===== src/hdl/u8dec_pkg.sv =====
// Shared widths, sequence-length and surrogate constants and status codes for the UTF-8 decoder.
// No dependencies; imported by the interfaces and the core.
package u8dec_pkg;

  localparam int BYTE_W = 8;
  localparam int CP_W   = 21;
  localparam int LEN_W  = 3;
  localparam int STAT_W = 2;
  localparam int PEND_W = 2;

  // Status codes carried on the result word
  localparam logic [STAT_W-1:0] ST_OK        = 2'd0;
  localparam logic [STAT_W-1:0] ST_BAD_LEAD  = 2'd1;
  localparam logic [STAT_W-1:0] ST_SURROGATE = 2'd2;

  // Sequence lengths
  localparam logic [LEN_W-1:0] LEN_NONE = 3'd0;
  localparam logic [LEN_W-1:0] LEN_ONE  = 3'd1;
  localparam logic [LEN_W-1:0] LEN_TWO  = 3'd2;
  localparam logic [LEN_W-1:0] LEN_THREE = 3'd3;
  localparam logic [LEN_W-1:0] LEN_FOUR = 3'd4;

  // Surrogates D800..DFFF share the top ten bits of a 21-bit code point
  localparam logic [9:0] SURR_TOP = 10'h01B;

endpackage


===== src/hdl/u8dec_if.sv =====
// Valid/ready channel interfaces: raw bytes in, decoded code points out.
// Depends on u8dec_pkg.
interface u8dec_byte_if import u8dec_pkg::*; ();
  logic              valid;
  logic              ready;
  logic [BYTE_W-1:0] byte_in;

  modport source (output valid, output byte_in, input ready);
  modport sink   (input valid, input byte_in, output ready);
endinterface

interface u8dec_cp_if import u8dec_pkg::*; ();
  logic              valid;
  logic              ready;
  logic [CP_W-1:0]   code_point;
  logic [LEN_W-1:0]  seq_length;
  logic [STAT_W-1:0] status;

  modport source (output valid, output code_point, output seq_length, output status,
                  input ready);
  modport sink   (input valid, input code_point, input seq_length, input status,
                  output ready);
endinterface


===== src/hdl/utf8_codepoint_decoder_core.sv =====
// UTF-8 decoder core: byte stream in, one code point word per complete character or bad lead.
// Depends on u8dec_pkg and the channel interfaces in u8dec_if.sv.
//
// Usage:
//   byte_chan carries one raw byte per word; cp_chan carries code_point,
//   seq_length and status. Both use valid/ready, a word moving on a rising
//   edge with both high.
//   One byte is taken every clock unless the stall below holds it. A byte
//   lands in the input register, is decoded there against the open-sequence
//   state and its result, if it closes a character or is a bad lead, sits
//   in the result register; a word passes the input register and then the
//   result register before it can move on cp_chan.
//   Lead bytes that open a sequence and non-final following bytes give no word.
//   Following bytes are not checked for the 10xxxxxx form; overlong forms pass.
//   Reset (rst, synchronous) drops any open sequence and empties both registers.
//   When cp_chan stalls, the result word holds; the input register still
//   takes bytes, and byte_chan.ready drops only when both are full
//   and the held byte would produce a word.
module utf8_codepoint_decoder_core import u8dec_pkg::*; (
  input  logic         clk,
  input  logic         rst,
  u8dec_byte_if.sink   byte_chan,
  u8dec_cp_if.source   cp_chan
);

  // Input register
  logic              s1_valid;
  logic [BYTE_W-1:0] s1_byte;

  // Sequence state
  logic [PEND_W-1:0] pending, pending_next;
  logic [CP_W-1:0]   accum, accum_next;
  logic [LEN_W-1:0]  seq_total, seq_total_next;

  // Result register
  logic              out_valid;
  logic [CP_W-1:0]   out_cp;
  logic [LEN_W-1:0]  out_len;
  logic [STAT_W-1:0] out_stat;

  logic              emit;
  logic [CP_W-1:0]   emit_cp;
  logic [LEN_W-1:0]  emit_len;
  logic [STAT_W-1:0] emit_stat;
  logic [CP_W-1:0]   shifted;
  logic              out_free;
  logic              s1_take;

  assign out_free = !out_valid || cp_chan.ready;
  // A byte that yields no word never waits on the output side
  assign s1_take  = s1_valid && (out_free || !emit);
  assign byte_chan.ready = !s1_valid || s1_take;

  assign shifted = {accum[CP_W-7:0], s1_byte[5:0]};

  always_comb begin
    emit           = 1'b0;
    emit_cp        = '0;
    emit_len       = LEN_NONE;
    emit_stat      = ST_OK;
    pending_next   = pending;
    accum_next     = accum;
    seq_total_next = seq_total;
    if (pending == '0) begin
      if (!s1_byte[7]) begin
        emit     = 1'b1;
        emit_cp  = {{(CP_W-BYTE_W){1'b0}}, s1_byte};
        emit_len = LEN_ONE;
      end else if (s1_byte[7:6] == 2'b10 || s1_byte[7:3] == 5'b11111) begin
        emit      = 1'b1;
        emit_stat = ST_BAD_LEAD;
      end else if (!s1_byte[5]) begin
        accum_next     = {{(CP_W-5){1'b0}}, s1_byte[4:0]};
        pending_next   = 2'd1;
        seq_total_next = LEN_TWO;
      end else if (!s1_byte[4]) begin
        accum_next     = {{(CP_W-4){1'b0}}, s1_byte[3:0]};
        pending_next   = 2'd2;
        seq_total_next = LEN_THREE;
      end else begin
        accum_next     = {{(CP_W-3){1'b0}}, s1_byte[2:0]};
        pending_next   = 2'd3;
        seq_total_next = LEN_FOUR;
      end
    end else begin
      accum_next   = shifted;
      pending_next = pending - 2'd1;
      if (pending == 2'd1) begin
        emit           = 1'b1;
        emit_len       = seq_total;
        accum_next     = '0;
        seq_total_next = LEN_NONE;
        if (seq_total == LEN_THREE && shifted[CP_W-1:11] == SURR_TOP) begin
          emit_stat = ST_SURROGATE;
        end else begin
          emit_cp = shifted;
        end
      end
    end
  end

  always_ff @(posedge clk) begin
    if (rst) begin
      s1_valid  <= 1'b0;
      out_valid <= 1'b0;
      pending   <= '0;
      accum     <= '0;
      seq_total <= LEN_NONE;
    end else begin
      if (byte_chan.valid && byte_chan.ready) begin
        s1_valid <= 1'b1;
        s1_byte  <= byte_chan.byte_in;
      end else if (s1_take) begin
        s1_valid <= 1'b0;
      end
      if (s1_take) begin
        pending   <= pending_next;
        accum     <= accum_next;
        seq_total <= seq_total_next;
      end
      if (s1_take && emit) begin
        out_valid <= 1'b1;
        out_cp    <= emit_cp;
        out_len   <= emit_len;
        out_stat  <= emit_stat;
      end else if (cp_chan.ready) begin
        out_valid <= 1'b0;
      end
    end
  end

  assign cp_chan.valid      = out_valid;
  assign cp_chan.code_point = out_cp;
  assign cp_chan.seq_length = out_len;
  assign cp_chan.status     = out_stat;

`ifndef NO_ASSERTIONS
  a_pending_len: assert property (@(posedge clk) disable iff (rst)
    (pending != '0) |-> (seq_total > {1'b0, pending}))
    else $error("open sequence longer than its recorded length");

  a_bad_lead_zero: assert property (@(posedge clk) disable iff (rst)
    (out_valid && out_stat == ST_BAD_LEAD) |-> (out_cp == '0 && out_len == LEN_NONE))
    else $error("invalid lead word carries data");

  a_surr_shape: assert property (@(posedge clk) disable iff (rst)
    (out_valid && out_stat == ST_SURROGATE) |-> (out_cp == '0 && out_len == LEN_THREE))
    else $error("surrogate word malformed");

  a_no_overrun: assert property (@(posedge clk) disable iff (rst)
    (s1_valid && emit && out_valid && !cp_chan.ready) |-> !byte_chan.ready)
    else $error("input taken while result path blocked");
`endif

endmodule

===== src/flat_wrapper.sv =====
// flat-port wrapper written by rule: the top's interface ports become plain ports
module utf8_codepoint_decoder_core_flat import u8dec_pkg::*;
  (clk, rst, byte_chan_valid, byte_chan_byte_in, byte_chan_ready, cp_chan_valid, cp_chan_code_point, cp_chan_seq_length, cp_chan_status, cp_chan_ready);
  u8dec_byte_if byte_chan_i ();
  u8dec_cp_if cp_chan_i ();
  input  logic clk;
  input  logic rst;
  input wire logic [$bits(byte_chan_i.valid)-1:0] byte_chan_valid;
  input wire logic [$bits(byte_chan_i.byte_in)-1:0] byte_chan_byte_in;
  output wire logic [$bits(byte_chan_i.ready)-1:0] byte_chan_ready;
  output wire logic [$bits(cp_chan_i.valid)-1:0] cp_chan_valid;
  output wire logic [$bits(cp_chan_i.code_point)-1:0] cp_chan_code_point;
  output wire logic [$bits(cp_chan_i.seq_length)-1:0] cp_chan_seq_length;
  output wire logic [$bits(cp_chan_i.status)-1:0] cp_chan_status;
  input wire logic [$bits(cp_chan_i.ready)-1:0] cp_chan_ready;
  assign byte_chan_i.valid = byte_chan_valid;
  assign byte_chan_i.byte_in = byte_chan_byte_in;
  assign byte_chan_ready = byte_chan_i.ready;
  assign cp_chan_valid = cp_chan_i.valid;
  assign cp_chan_code_point = cp_chan_i.code_point;
  assign cp_chan_seq_length = cp_chan_i.seq_length;
  assign cp_chan_status = cp_chan_i.status;
  assign cp_chan_i.ready = cp_chan_ready;
  utf8_codepoint_decoder_core u_core (.clk(clk), .rst(rst), .byte_chan(byte_chan_i), .cp_chan(cp_chan_i));
endmodule

===== config.mk =====
export PLATFORM = sky130hd
export DESIGN_NAME = utf8_codepoint_decoder_core_flat
export DESIGN_NICKNAME = d
export VERILOG_FILES = /design/src/hdl/u8dec_pkg.sv /design/src/hdl/u8dec_if.sv /design/src/hdl/utf8_codepoint_decoder_core.sv /design/src/flat_wrapper.sv
export SDC_FILE = /design/constraint.sdc
export NUM_CORES = 1
export LEC_CHECK = 0
export BUFFER_PORTS_ARGS = -buffer_cell sky130_fd_sc_hd__buf_2
export CAP_MARGIN = 10
export CORE_ASPECT_RATIO = 1.1
export CORE_MARGIN = 2
export CORE_UTILIZATION = 25
export DETAILED_ROUTE_END_ITERATION = 12
export GPL_ROUTABILITY_DRIVEN = 0
export GPL_TIMING_DRIVEN = 0
export PLACE_DENSITY = 0.41
export SLEW_MARGIN = 20
export SYNTH_ARGS = -nofsm -noshare
export SYNTH_HDL_FRONTEND = slang
export SYNTH_SLANG_ARGS = --single-unit

===== constraint.sdc =====
create_clock -name clk -period 8.7 [get_ports clk]
set_clock_uncertainty 0.15 [all_clocks]
set_input_delay 1.74 -clock clk [delete_from_list [all_inputs] [get_ports clk]]
set_output_delay 1.74 -clock clk [all_outputs]
set_load 0.01 [all_outputs]

# Word level (Yosys, flattened, before mapping)
# Index checks and enable logic that the tools add are counted.
# op_classes
n_bitwise	1
add_sub_neg	1
n_reduce_logical	19
eq_ne	7
mux	37
# ops
operator	n
$mux 21	3
$mux 15	4
$mux 3	8
$mux 2	8
$mux 1	11
$eq 10x5->1 const B	1
$mux 7	1
$reduce_bool 2->1	3
$eq 5x5->1 const B	1
$mux 5	1
$logic_and 1x1->1	4
$logic_or 1x1->1	4
$mux 4	1
$reduce_and 2->1	2
$reduce_and 4->1	1
$eq 3x2->1 const B	1
$logic_not 1->1	3
$reduce_and 3->1	1
$eq 2x1->1 const B	1
$eq 2x2->1 const B	1
$logic_not 2->1	1
$ne 2x1->1 const B	1
$ne 2x2->1 const B	1
$sub 2x1->2 const B	1
$not 1->1	1
# totals
out_inout_bits	28
inputBits	12
regBits	56
word_cells	74

# Logic depth before layout (Yosys ltp)
# depth
depth_word	11
ltp_mapped	6
depth_no_buf	4

# Worst setup path after synthesis
# No wires, ideal clock.
# synth_timing
path_type	input to register
start	in rst
end	reg u_core.out_cp[0], in the netlist u_core.cp_chan.code_point[0], enable pin
cell_stages	2
setup_ps	442
t_arrival_ps	3783
setup_slack_ps	4325
n_path_buf	1
t_required_ps	8108
path_cell_list	clkbuf_1 > nor3_1
# synth_via
elab_chain_len	2
# synth_lines
element	line_no	source
from (decl)	flat_wrapper.sv:7	input logic rst;
$not 1->1 (no source line)	-	
$reduce_and 2->1 (no source line)	-	
to (signal assigned)	utf8_codepoint_decoder_core.sv:123	out_cp <= emit_cp;
to (decl)	utf8_codepoint_decoder_core.sv:37	logic [CP_W-1:0] out_cp;
# No other way between the ends.
# A chain may end at the register's enable or synchronous reset.

# Final worst setup path
# layout_timing
start	in cp_chan_ready
end	out byte_chan_ready
# layout_via
elab_chain_len	4
# layout_lines
element	line_no	source
from (decl)	flat_wrapper.sv:15	input wire logic [$bits(cp_chan_i.ready)-1:0] cp_chan_ready;
$logic_or 1x1->1	utf8_codepoint_decoder_core.sv:49	assign out_free = !out_valid || cp_chan.ready;
$logic_or 1x1->1	utf8_codepoint_decoder_core.sv:51	assign s1_take = s1_valid && (out_free || !emit);
$logic_and 1x1->1	utf8_codepoint_decoder_core.sv:51	
$logic_or 1x1->1	utf8_codepoint_decoder_core.sv:52	assign byte_chan.ready = !s1_valid || s1_take;
to (decl)	flat_wrapper.sv:10	output wire logic [$bits(byte_chan_i.ready)-1:0] byte_chan_ready;
# No other way between the ends.

==> out/qor.txt <==
initial antenna violation count = 0
layout cell share with drive strength beyond 1 = 0.256
sequential fraction of the synthesis area = 0.666
run status = finished clean
total chip power = 0.459 mW
drt via density = 4.29
initial drt markers = 55
PortBufs = 39
final worst slack = 4.42 ns
Leakage Power = 1.01 nW
Clk pin slew, worst setup/hold paths = 0.10 ns
Worst-Skew Late Latency = 0.30 ns
hold path depth = 2
Cell Count, Final, Fillers Out = 330
Final Max Slew Viols = 0
ys async rst share = 0
post-synthesis cell type count = 35
Peak VDD IR = 0.0607 mV
CTS buffer count = 5
kind of critical path = in2out
DP HPWL = 3.32 mm
pre-CTS setup slack = 4.42 ns
commonest non-fill, non-tap cells in the layout = 41 x buf_2, 34 x edfxtp_1, 23 x and2_1
clock root cell = clkbuf_8
post-layout min period = 4.28 ns
Worst-Margin Slew = 0.748 ns
pin count of the biggest net entering global routing = 17
hold_ws = 0.336 ns
area grow syn2layout = 20.0%
Initial DRT Pass Iterations = 4
GR Overflow Total = 0
Main synth FF type = edfxtp_1
TritonCTS clock tree = yes
Die Height = 102 um
Ports = 40
Worst Hold Class = reg2reg
setup bufs post-CTS = 0
hold wc startpoint = u_core.seq_total[1]$_SDFFE_PP0P_
final core occ = 0.311
Sink Count = 56
EDFF count, synth = 34
Design Area, Final = 0.00263 mm2
vias in the first global route = 1379
Gate Count Post-Synth = 170
final setup fails = 0
WHS Endpoint = u_core.seq_total[1]$_SDFFE_PP0P_
synthesized flop and latch total = 56
post-cts repair resize count = 0
syn nets = 182
Cells after DPL = 322
first-pass GRT wire length = 7.09 mm
YS warnings = 0
Nets = 230
Initial Utilization = 0.260
WL per Instance = 13.5 um
antenna cells = 0
worst rel slew slack = 0.502
Critical R2R Capture = u_core.cp_chan.code_point[5]$_DFFE_PP_
Worst setup SP type = primary input
H-tree Lvls = 2
WP data required = 6.81 ns
Clock Path Buffers = 2
final hold viol count = 0
Vias = 1417
Worst setup EP type = output pin
leading cell type in the layout, fill and taps excluded = buf_2
routed wire length = 4.45 mm
max cap viols = 0
Mapped Area = 0.00219 mm2
fin crit share = 0.491
Arr. time, crit path = 2.39 ns
Die W = 93.3 um
drt drc = 0
Cell Pwr Density = 174 mW/mm2
final antenna-violating net count = 0
RSZ-0062 raised after global routing = no
mean post-synth cell area = 12.9 um2
register-to-register path setup slack = 6.51 ns
fmax = 0.234 GHz
die area = 0.00954 mm2
FF-to-FF path depth = 5
worst reg2reg path startpoint = u_core.s1_byte[5]$_DFFE_PP_
Cell Area, Placed = 0.00255 mm2
# rows = 35
setup_tns = 0 ns
core box area = 0.00845 mm2
GR Util All Layers = 0.0980
Post-CTS Hold Buffers = 0
Critical Path Fanout Max = 4
## worst max-delay path, cell delays in order
cell and delay [ns]:
buf_2 0.10, nor2b_1 0.30, nand2_1 0.09, buf_2 0.15
## worst max-delay path by stage
| stage | slack [ns] | startpoint | to |
|---|---|---|---|
| detailed placement | 4.42 | cp_chan_ready | byte_chan_ready |
| floorplan | 4.33 | rst | u_core.cp_chan.code_point[0]$_DFFE_PP_ |
| global route | 4.36 | cp_chan_ready | byte_chan_ready |
| finish | 4.42 | cp_chan_ready | byte_chan_ready |
| CTS | 4.41 | cp_chan_ready | byte_chan_ready |
| global placement | 3.13 | rst | u_core.cp_chan.code_point[14]$_SDFFCE_PP0P_ |
## synth_stat cells (2+ instances only)
cell / n / area share
nor2b_1: 5 / 0.014
nand2_1: 6 / 0.010
inv_1: 6 / 0.010
o22ai_1: 3 / 0.0086
dfxtp_1: 22 / 0.20
a21oi_1: 10 / 0.023
buf_6: 2 / 0.010
nand2b_1: 7 / 0.020
edfxtp_1: 34 / 0.47
a22o_1: 13 / 0.052
buf_2: 2 / 0.0046
nor3_1: 3 / 0.0068
and2_1: 23 / 0.066
clkbuf_1: 2 / 0.0034
nor2_1: 8 / 0.014
nand3_1: 5 / 0.011
## routing by layer
metal  wire length (um)  global-route usage  vias to the layer above
met3                201              0.0243                        7
li1                   -                   -                      716
met5                  0                   0                        -
met2               2070               0.158                       37
met1               2100               0.127                      657
met4                 73              0.0373                        0
## final cells by class
class,instances,area [um2]
Fill cell,862,5820
Sequential cell,56,1460
Multi-Input combinational cell,102,674
Timing Repair Buffer,41,210
Tap cell,111,139
Clock buffer,7,76.3
Buffer,6,40.0
Inverter,6,22.5
Clock inverter,1,8.76
## power breakdown
part	switching, mW	internal (mW)
sequential	0.00401	0.287
combinational	0.0170	0.0115
clock	0.0815	0.0578
total	0.103	0.357
## sequential cells by signal, indices dropped and copies added (netlist names)
name                       count
u_core.cp_chan.seq_length      3
u_core.accum                  15
u_core.cp_chan.status          2
u_core.seq_total               3
u_core.pending                 2
u_core.s1_valid                1
u_core.s1_byte                 8
u_core.cp_chan.code_point     21
u_core.cp_chan.valid           1
## cell families (layout without fill, tap and decap cells)
family,Yosys count,count (layout),synth area share
buffers and inverters,12,61,0.0285
AND/OR/NAND/NOR,65,65,0.181
flip-flops,56,56,0.666
AO/OA/AOI/OAI,37,37,0.124
Power figures use the tool's default switching activity.
